## config.mk

```make
export PLATFORM = sky130hd
export DESIGN_NAME = i2c_eeprom_master_core
export DESIGN_NICKNAME = d
export VERILOG_FILES = /design/src/rtl/iem_pkg.sv /design/src/rtl/iem_ctrl.sv /design/src/rtl/i2c_eeprom_master_core.sv
export SDC_FILE = /design/constraint.sdc
export NUM_CORES = 1
export LEC_CHECK = 0
export BUFFER_PORTS_ARGS = -buffer_cell sky130_fd_sc_hd__buf_2
export CORE_ASPECT_RATIO = 0.75
export CORE_MARGIN = 2
export CORE_UTILIZATION = 30
export CTS_CLUSTER_DIAMETER = 50
export DETAILED_ROUTE_END_ITERATION = 6
export PLACE_DENSITY = 0.48
export REMOVE_ABC_BUFFERS = 1
export SLEW_MARGIN = 20
export SYNTH_ARGS = -nofsm -noshare
export SYNTH_HDL_FRONTEND = slang
export SYNTH_SLANG_ARGS = --single-unit
```

## constraint.sdc

```tcl
create_clock -name clk -period 9.92 [get_ports clk]
set_clock_uncertainty 0.1 [all_clocks]
set_input_delay 1.984 -clock clk [delete_from_list [all_inputs] [get_ports clk]]
set_output_delay 1.984 -clock clk [all_outputs]
set_load 0.02 [all_outputs]
```

## src/rtl/iem_pkg.sv

```systemverilog
`timescale 1ns / 1ps
// ----------------------------------------------------------------------------
// iem_pkg: shared types and constants of the I2C EEPROM master
// Phase and stage codes, request codes, register indexes, item layouts.
// ----------------------------------------------------------------------------
package iem_pkg;

    // request kinds carried on s_tuser
    localparam logic [1:0] ACT_TICK  = 2'd0;
    localparam logic [1:0] ACT_WRITE = 2'd1;
    localparam logic [1:0] ACT_READ  = 2'd2;

    // configuration register indexes
    localparam int CFG_IDX_W = 2;
    localparam int CFG_DATA_W = 10;
    localparam logic [CFG_IDX_W-1:0] CFG_DEV_ADDR    = 2'd0;
    localparam logic [CFG_IDX_W-1:0] CFG_PHASE_TICKS = 2'd1;
    localparam logic [CFG_IDX_W-1:0] CFG_ACK_LIMIT   = 2'd2;

    // register reset values
    localparam logic [6:0] DEV_ADDR_RST    = 7'd80;
    localparam logic [9:0] PHASE_TICKS_RST = 10'd20;
    localparam logic [9:0] ACK_LIMIT_RST   = 10'd500;

    localparam int MAX_READ_LEN_DEF = 256;

    // item layouts
    localparam int IN_DATA_W  = 40;
    localparam int IN_USER_W  = 2;
    localparam int OUT_DATA_W = 16;

    typedef enum logic [3:0] {
        PH_IDLE,
        PH_ST_HIGH,
        PH_ST_FALL,
        PH_RS_LOW,
        PH_RS_HIGH,
        PH_RS_FALL,
        PH_RX_LOW,
        PH_RX_HIGH,
        PH_TX_LOW,
        PH_TX_HIGH,
        PH_ACK_LOW,
        PH_ACK_HIGH,
        PH_MACK_LOW,
        PH_MACK_HIGH,
        PH_SP_LOW,
        PH_SP_HIGH
    } phase_t;

    typedef enum logic [2:0] {
        STG_DEVW,
        STG_AHI,
        STG_ALO,
        STG_DATA,
        STG_DEVR
    } stage_t;

    typedef struct packed {
        logic [6:0] dev_addr;
        logic [9:0] phase_ticks;
        logic [9:0] ack_limit;
    } cfg_t;

    typedef struct packed {
        logic       done;
        logic       ack_missing;
        logic       last;
        logic [7:0] rbyte;
        logic       valid;
        logic       busy;
        logic       pull;
        logic       scl;
    } res_t;

endpackage

```

## src/rtl/iem_ctrl.sv

```systemverilog
`timescale 1ns / 1ps
// ----------------------------------------------------------------------------
// iem_ctrl: bus sequencer of the I2C EEPROM master
// Steps the phase machine once per accepted tick and forms the result item.
// ----------------------------------------------------------------------------
module iem_ctrl
    import iem_pkg::*;
#(
    parameter int MAX_READ_LEN = MAX_READ_LEN_DEF
)
(
    input  logic        clk,
    input  logic        rst_n,
    input  logic        step,
    input  logic [1:0]  action,
    input  logic [15:0] mem_addr,
    input  logic [7:0]  write_data,
    input  logic [8:0]  read_length,
    input  logic        sda_in,
    input  cfg_t        cfg,
    output res_t        res
);

    localparam int LEN_RAW_W = $clog2(MAX_READ_LEN + 1);
    localparam int BL_W = (LEN_RAW_W < 9) ? LEN_RAW_W : 9;

    phase_t          phase_reg, phase_next;
    stage_t          stage_reg, stage_next;
    logic [9:0]      pcnt_reg, pcnt_next;
    logic [3:0]      bcnt_reg, bcnt_next;
    logic [7:0]      sbyte_reg, sbyte_next;
    logic [BL_W-1:0] bleft_reg, bleft_next;
    logic [15:0]     haddr_reg, haddr_next;
    logic [7:0]      hdata_reg, hdata_next;
    logic            is_read_reg, is_read_next;
    logic [9:0]      awc_reg, awc_next;
    logic            err_reg, err_next;

    logic            rx_valid, rx_last, stop_done;
    logic [7:0]      rx_byte;

    logic [10:0]     cnt_inc;
    logic [8:0]      len_min;
    logic [8:0]      len_sat;
    logic [3:0]      bcnt_inc;
    logic [7:0]      sbyte_rx;
    logic [9:0]      awc_inc;
    logic [BL_W-1:0] bleft_dec;

    function automatic logic [7:0] stage_byte(stage_t s, logic [6:0] dev, logic [15:0] a,
                                              logic [7:0] d);
        case (s)
            STG_DEVW: stage_byte = {dev, 1'b0};
            STG_AHI:  stage_byte = a[15:8];
            STG_ALO:  stage_byte = a[7:0];
            STG_DATA: stage_byte = d;
            default:  stage_byte = {dev, 1'b1};
        endcase
    endfunction

    assign cnt_inc  = {1'b0, pcnt_reg} + 11'd1;
    assign len_min  = (read_length == 9'd0) ? 9'd1 : read_length;
    assign len_sat  = ({8'd0, len_min} > 17'(MAX_READ_LEN)) ? 9'(MAX_READ_LEN) : len_min;
    assign bcnt_inc = bcnt_reg + 4'd1;
    assign sbyte_rx = {sbyte_reg[6:0], sda_in};
    assign awc_inc  = awc_reg + 10'd1;
    assign bleft_dec = (bleft_reg != '0) ? bleft_reg - BL_W'(1) : bleft_reg;

    // next state
    always_comb
    begin
        phase_next   = phase_reg;
        stage_next   = stage_reg;
        pcnt_next    = pcnt_reg;
        bcnt_next    = bcnt_reg;
        sbyte_next   = sbyte_reg;
        bleft_next   = bleft_reg;
        haddr_next   = haddr_reg;
        hdata_next   = hdata_reg;
        is_read_next = is_read_reg;
        awc_next     = awc_reg;
        err_next     = err_reg;
        rx_valid     = 1'b0;
        rx_byte      = 8'd0;
        rx_last      = 1'b0;
        stop_done    = 1'b0;

        if (phase_reg == PH_IDLE)
        begin
            if (action == ACT_WRITE || action == ACT_READ)
            begin
                haddr_next   = mem_addr;
                hdata_next   = write_data;
                is_read_next = (action == ACT_READ);
                bleft_next   = (action == ACT_READ) ? BL_W'(len_sat) : '0;
                err_next     = 1'b0;
                awc_next     = 10'd0;
                bcnt_next    = 4'd0;
                sbyte_next   = 8'd0;
                pcnt_next    = 10'd0;
                phase_next   = PH_ST_HIGH;
            end
        end
        else if (cnt_inc < {1'b0, cfg.phase_ticks})
        begin
            pcnt_next = cnt_inc[9:0];
        end
        else
        begin
            pcnt_next = 10'd0;
            case (phase_reg)
                PH_ST_HIGH: phase_next = PH_ST_FALL;
                PH_ST_FALL:
                begin
                    phase_next = PH_TX_LOW;
                    stage_next = STG_DEVW;
                    sbyte_next = stage_byte(STG_DEVW, cfg.dev_addr, haddr_reg, hdata_reg);
                    bcnt_next  = 4'd0;
                end
                PH_RS_LOW:  phase_next = PH_RS_HIGH;
                PH_RS_HIGH: phase_next = PH_RS_FALL;
                PH_RS_FALL:
                begin
                    phase_next = PH_TX_LOW;
                    stage_next = STG_DEVR;
                    sbyte_next = stage_byte(STG_DEVR, cfg.dev_addr, haddr_reg, hdata_reg);
                    bcnt_next  = 4'd0;
                end
                PH_RX_LOW:  phase_next = PH_RX_HIGH;
                PH_RX_HIGH:
                begin
                    sbyte_next = sbyte_rx;
                    bcnt_next  = bcnt_inc;
                    if (bcnt_inc >= 4'd8)
                    begin
                        rx_valid   = 1'b1;
                        rx_byte    = sbyte_rx;
                        rx_last    = (bleft_reg <= BL_W'(1));
                        phase_next = PH_MACK_LOW;
                    end
                    else
                    begin
                        phase_next = PH_RX_LOW;
                    end
                end
                PH_MACK_LOW: phase_next = PH_MACK_HIGH;
                PH_MACK_HIGH:
                begin
                    bleft_next = bleft_dec;
                    if (bleft_dec == '0)
                    begin
                        phase_next = PH_SP_LOW;
                    end
                    else
                    begin
                        phase_next = PH_RX_LOW;
                        bcnt_next  = 4'd0;
                        sbyte_next = 8'd0;
                    end
                end
                PH_SP_LOW:  phase_next = PH_SP_HIGH;
                PH_SP_HIGH:
                begin
                    phase_next = PH_IDLE;
                    stop_done  = 1'b1;
                end
                PH_TX_LOW:  phase_next = PH_TX_HIGH;
                PH_TX_HIGH:
                begin
                    sbyte_next = {sbyte_reg[6:0], 1'b0};
                    bcnt_next  = bcnt_inc;
                    phase_next = (bcnt_inc >= 4'd8) ? PH_ACK_LOW : PH_TX_LOW;
                end
                PH_ACK_LOW:
                begin
                    awc_next   = 10'd0;
                    phase_next = PH_ACK_HIGH;
                end
                PH_ACK_HIGH:
                begin
                    if (sda_in && (awc_inc < cfg.ack_limit))
                    begin
                        // keep waiting: hold the phase count where it was
                        awc_next  = awc_inc;
                        pcnt_next = pcnt_reg;
                    end
                    else
                    begin
                        if (sda_in)
                        begin
                            awc_next = awc_inc;
                            err_next = 1'b1;
                        end
                        // move on to what follows the acknowledged byte
                        case (stage_reg)
                            STG_DEVW:
                            begin
                                phase_next = PH_TX_LOW;
                                stage_next = STG_AHI;
                                sbyte_next = stage_byte(STG_AHI, cfg.dev_addr, haddr_reg,
                                                        hdata_reg);
                                bcnt_next  = 4'd0;
                            end
                            STG_AHI:
                            begin
                                phase_next = PH_TX_LOW;
                                stage_next = STG_ALO;
                                sbyte_next = stage_byte(STG_ALO, cfg.dev_addr, haddr_reg,
                                                        hdata_reg);
                                bcnt_next  = 4'd0;
                            end
                            STG_ALO:
                            begin
                                if (is_read_reg)
                                begin
                                    phase_next = PH_RS_LOW;
                                end
                                else
                                begin
                                    phase_next = PH_TX_LOW;
                                    stage_next = STG_DATA;
                                    sbyte_next = stage_byte(STG_DATA, cfg.dev_addr, haddr_reg,
                                                            hdata_reg);
                                    bcnt_next  = 4'd0;
                                end
                            end
                            STG_DATA: phase_next = PH_SP_LOW;
                            default:
                            begin
                                phase_next = PH_RX_LOW;
                                bcnt_next  = 4'd0;
                                sbyte_next = 8'd0;
                            end
                        endcase
                    end
                end
                default: phase_next = PH_IDLE;
            endcase
        end
    end

    // line levels and result item, taken from the updated state
    always_comb
    begin
        res             = '0;
        res.scl         = 1'b1;
        res.pull        = 1'b0;
        res.busy        = (phase_next != PH_IDLE);
        res.valid       = rx_valid;
        res.rbyte       = rx_byte;
        res.last        = rx_last;
        res.ack_missing = err_next;
        res.done        = stop_done;
        case (phase_next)
            PH_ST_FALL, PH_RS_FALL, PH_SP_HIGH: res.pull = 1'b1;
            PH_RS_LOW, PH_RX_LOW, PH_ACK_LOW:   res.scl = 1'b0;
            PH_MACK_LOW:
            begin
                res.scl  = 1'b0;
                res.pull = (bleft_next > BL_W'(1));
            end
            PH_MACK_HIGH: res.pull = (bleft_next > BL_W'(1));
            PH_SP_LOW:
            begin
                res.scl  = 1'b0;
                res.pull = 1'b1;
            end
            PH_TX_LOW:
            begin
                res.scl  = 1'b0;
                res.pull = ~sbyte_next[7];
            end
            PH_TX_HIGH: res.pull = ~sbyte_next[7];
            default:    res.scl = 1'b1;
        endcase
    end

    always_ff @(posedge clk or negedge rst_n)
    begin
        if (!rst_n)
        begin
            phase_reg   <= PH_IDLE;
            stage_reg   <= STG_DEVW;
            pcnt_reg    <= 10'd0;
            bcnt_reg    <= 4'd0;
            sbyte_reg   <= 8'd0;
            bleft_reg   <= '0;
            haddr_reg   <= 16'd0;
            hdata_reg   <= 8'd0;
            is_read_reg <= 1'b0;
            awc_reg     <= 10'd0;
            err_reg     <= 1'b0;
        end
        else if (step)
        begin
            phase_reg   <= phase_next;
            stage_reg   <= stage_next;
            pcnt_reg    <= pcnt_next;
            bcnt_reg    <= bcnt_next;
            sbyte_reg   <= sbyte_next;
            bleft_reg   <= bleft_next;
            haddr_reg   <= haddr_next;
            hdata_reg   <= hdata_next;
            is_read_reg <= is_read_next;
            awc_reg     <= awc_next;
            err_reg     <= err_next;
        end
    end

endmodule

```

## src/rtl/i2c_eeprom_master_core.sv

```systemverilog
`timescale 1ns / 1ps
// ----------------------------------------------------------------------------
// i2c_eeprom_master_core: tick-driven I2C master for two-byte-addressed EEPROMs
// Byte write and sequential random read, one bus step per input item.
// ----------------------------------------------------------------------------
// Each input item is one time-base tick and gives exactly one result item with
// the bus levels to drive after that tick. One item is taken per clock: the
// sequencer steps once per accepted item, and a two-deep output stage (result
// register plus skid register) keeps input acceptance going while a result
// waits, so s_tready drops only when both are full. A write request sends
// START, the device write address, address high byte, address low byte and
// data byte, then STOP; a read request sends a repeated START in place of
// the data byte, then the device read address and read_length bytes (zero
// as one, at most MAX_READ_LEN), the last one NACKed. Requests that arrive
// while a transaction runs are ignored. Write configuration registers only
// while no transaction runs and no result is pending.
module i2c_eeprom_master_core
    import iem_pkg::*;
#(
    parameter int MAX_READ_LEN = MAX_READ_LEN_DEF
)
(
    input  logic                  clk,
    input  logic                  rst_n,
    // configuration write port
    input  logic                  cfg_we,
    input  logic [CFG_IDX_W-1:0]  cfg_index,
    input  logic [CFG_DATA_W-1:0] cfg_data,
    // tick items in
    input  logic                  s_tvalid,
    output logic                  s_tready,
    // [15:0] mem_addr, [23:16] write_data, [32:24] read_length, [33] sda_in
    input  logic [IN_DATA_W-1:0]  s_tdata,
    // [1:0] action
    input  logic [IN_USER_W-1:0]  s_tuser,
    // result items out
    output logic                  m_tvalid,
    input  logic                  m_tready,
    // [0] scl_level, [1] sda_pull_low, [2] busy_res, [3] read_valid,
    // [11:4] read_byte, [12] ack_missing, [13] done_res
    output logic [OUT_DATA_W-1:0] m_tdata,
    // read_last
    output logic                  m_tlast
);

    cfg_t cfg_reg;
    res_t res;
    res_t main_reg;
    res_t skid_reg;
    logic main_valid_reg;
    logic skid_valid_reg;
    logic accept;

    // Hold the three registers; index three has no register.
    always_ff @(posedge clk or negedge rst_n)
    begin
        if (!rst_n)
        begin
            cfg_reg.dev_addr    <= DEV_ADDR_RST;
            cfg_reg.phase_ticks <= PHASE_TICKS_RST;
            cfg_reg.ack_limit   <= ACK_LIMIT_RST;
        end
        else if (cfg_we)
        begin
            case (cfg_index)
                CFG_DEV_ADDR:    cfg_reg.dev_addr    <= cfg_data[6:0];
                CFG_PHASE_TICKS: cfg_reg.phase_ticks <= cfg_data[9:0];
                CFG_ACK_LIMIT:   cfg_reg.ack_limit   <= cfg_data[9:0];
                default:         cfg_reg             <= cfg_reg;
            endcase
        end
    end

    // Take an item whenever the skid register is free.
    assign s_tready = ~skid_valid_reg;
    assign accept   = s_tvalid & s_tready;

    iem_ctrl #(
        .MAX_READ_LEN (MAX_READ_LEN)
    ) u_ctrl (
        .clk         (clk),
        .rst_n       (rst_n),
        .step        (accept),
        .action      (s_tuser[1:0]),
        .mem_addr    (s_tdata[15:0]),
        .write_data  (s_tdata[23:16]),
        .read_length (s_tdata[32:24]),
        .sda_in      (s_tdata[33]),
        .cfg         (cfg_reg),
        .res         (res)
    );

    // Output stage: advance the result register when it drains, park a new
    // result in the skid register while the consumer stalls.
    always_ff @(posedge clk or negedge rst_n)
    begin
        if (!rst_n)
        begin
            main_valid_reg <= 1'b0;
            skid_valid_reg <= 1'b0;
        end
        else if (!main_valid_reg || m_tready)
        begin
            if (skid_valid_reg)
            begin
                main_valid_reg <= 1'b1;
                skid_valid_reg <= 1'b0;
            end
            else
            begin
                main_valid_reg <= accept;
            end
        end
        else if (accept)
        begin
            skid_valid_reg <= 1'b1;
        end
    end

    always_ff @(posedge clk)
    begin
        if (!main_valid_reg || m_tready)
        begin
            if (skid_valid_reg)
            begin
                main_reg <= skid_reg;
            end
            else if (accept)
            begin
                main_reg <= res;
            end
        end
        else if (accept)
        begin
            skid_reg <= res;
        end
    end

    assign m_tvalid = main_valid_reg;
    assign m_tlast  = main_reg.last;
    assign m_tdata  = {2'b00, main_reg.done, main_reg.ack_missing, main_reg.rbyte,
                       main_reg.valid, main_reg.busy, main_reg.pull, main_reg.scl};

endmodule

```

==> results by group <==
Run status
  • Status: complete, no violations

Timing
  • Fin. Hold Viols: 0
  • RSZ-0062 raised after global routing: no
  • Worst slew margin: 0.292
  • Setup slack after layout: 5140 ps
  • Fmax: 209 MHz
  • WHS: 404 ps
  • Final Max Slew Viols: 0
  • Setup Viol. Count Final: 0
  • Setup TNS: 0 ps
  • Final worst-path cycle share: 0.482
  • Least-Margin Pin Slew: 1050 ps
  • Tmin final: 4780 ps

Clocking
  • Postcts setup bufs: 0
  • # clock sinks: 133
  • H-tree Lvls: 4
  • Hold_buf cts: 0
  • CTS root buffer: clkbuf_16
  • TritonCTS clock tree: done
  • Total CTS buffers: 17
  • Post-cts sizing count: 0
  • CTS max path bufs: 2
  • Latest clock arrival within the worst-skew pair: 430 ps
  • Clock slew at reported path FFs: 60 ps

Yosys
  • Synthesized flop and latch total: 133
  • Count of cell types in the netlist: 74
  • Post-Synthesis Cells: 775
  • Total number of yosys warnings: 0
  • Register area share after synthesis: 0.457
  • Post-synth top cells: dfrtp_1 (93), nand2_1 (93), o21ai_0 (69)
  • Synth Flop Type: dfrtp_1
  • Post-synth EDFFs: 30
  • Post-synth top area share: 0.305
  • Synth area leaders: dfrtp_1 (30%), edfxtp_1 (12%), mux2_2 (9.9%)
  • Area leader, netlist: dfrtp_1
  • FFs w/ async S/R, synth: 0.774
  • Synth Cell Area: 7640 µm²
  • Mean Syn Cell Area: 9.85 µm²

Routing
  • Drt wl/cell: 16.9 µm
  • Vias per cell: 5.09
  • Antenna Nets Post-Route: 0
  • Drt initial violations: 454
  • DRC Markers: 0
  • Detailed Route WL: 19,900 µm
  • Vias: 6,004
  • Drt pass-1 iters: 5

Layout
  • Design Area, Final: 8950 µm²
  • Synth-to-Final Area Change: 17.2%
  • # diodes: 0
  • Post-route core utilization: 0.359
  • Nets@finish: 912
  • Share of cells above drive strength 1: 0.243
  • Cell Count, Final, Fillers Out: 1,180
  • Max reg flops: 27

Power
  • Leakage: 3.77 nW
  • Pwr Total: 2.26 mW
  • Max VDD drop: 0.000159 V
  • Pwr/cell area: 253 nW/µm²

Die
  • Die Y: 142 µm
  • Top-Level Pins: 78
  • Effective utilization at floorplan: 0.306
  • Core ar.: 25,000 µm²
  • DIE AREA: 26,800 µm²
  • Die Wd: 188 µm
  • Cell Rows: 50

Critical path
  • Setup crit start kind: flop
  • CP arrival: 4940 ps
  • Crit Path Class: flop to flop
  • Required @ worst endpoint: 10,080 ps
  • Crit. End Element: flop
  • CP Max Fanout: 18

GRT
  • GRT Overall Usage: 0.155
  • First-pass GRT wire length: 32,400 µm
  • Antenna violations before repair: 0
  • GRT overflow: 0
  • Vias in the first global route: 5,596
  • Largest net degree at the start of global routing: 58

Placement
  • Dpl cell area: 8280 µm²
  • Post-placement cell count: 1,148
  • Placer Congestion: 0.859
  • Place WS: 4720 ps
  • Final HPWL DP: 14,400 µm
  • Port Buffers: 69

Job
  • Max Cap Viol: 0

Worst hold path
  • Worst Hold Class: flop to flop
## layer usage
metal	GRT usage	vias to the layer above	part of all wire
li1	-	2922	-
met1	0.251	2924	0.56
met2	0.202	147	0.39
met3	0.0350	11	0.044
met4	0.0377	0	0.0084
met5	0	-	0
## final cells by class
| cell class | count | area [µm²] |
|---|---|---|
| Fill cell | 2550 | 16000 |
| Multi-Input combinational cell | 568 | 3840 |
| Sequential cell | 133 | 3490 |
| Clock buffer | 20 | 489 |
| Tap cell | 338 | 423 |
| Timing Repair Buffer | 77 | 408 |
| Clock inverter | 12 | 176 |
| Inverter | 32 | 120 |
## cell usage in the layout (no fill, tap or decap), drive strengths merged, types with 11 or more instances in the layout
master	instances
o21ai	73
mux2	67
a22o	13
buf	77
nand3	25
a21oi	34
nand2	93
dfrtp	93
and2	15
ha	24
inv	39
a22oi	18
edfxtp	30
nor2	48
nor3	13
xnor2	11
clkbuf	20
## worst max-delay path, stage by stage (launching register included)
cell	delay, ps
dfrtp_1	430
ha_1	280
nand2_1	120
or2_2	330
xnor2_1	230
ha_1	290
a21oi_1	130
o21ai_0	80
a21oi_1	510
o21a_1	750
nor2_1	300
o31ai_1	140
o22ai_1	190
or4_4	530
a41oi_2	190
## kinds of logic after synthesis
logic type / after synthesis / synth area share
muxes: 69 / 0.101
adders and majority gates: 24 / 0.0393
buffers and inverters: 75 / 0.0415
and+or+nand+nor: 253 / 0.163
AOI/OAI and AO/OA: 200 / 0.173
xor gates and xnor gates: 20 / 0.0239
DFF: 133 / 0.457
other: 1 / 0.000491
## final timing paths
check                      slack, ps  depth (start not counted)                    to                 start
max                             5140                         14            m_tdata[1]    u_ctrl.pcnt_reg[0]
min                              400                          1  u_ctrl.haddr_reg[15]  u_ctrl.haddr_reg[15]
max reg2reg                     5140                         14            m_tdata[1]    u_ctrl.pcnt_reg[0]
min reg2reg                      400                          1  u_ctrl.haddr_reg[15]  u_ctrl.haddr_reg[15]
max in group asynchronous       7030                          2   u_ctrl.sbyte_reg[7]                 rst_n
min in group asynchronous       1550                          1   u_ctrl.bleft_reg[1]                 rst_n
## where the power goes
| group | total, mW | switching, mW | internal [mW] |
|---|---|---|---|
| combinational | 0.692 | 0.388 | 0.304 |
| sequential | 0.858 | 0.157 | 0.701 |
| clock | 0.712 | 0.270 | 0.442 |
Note: power is estimated with default switching activity, not from simulation.
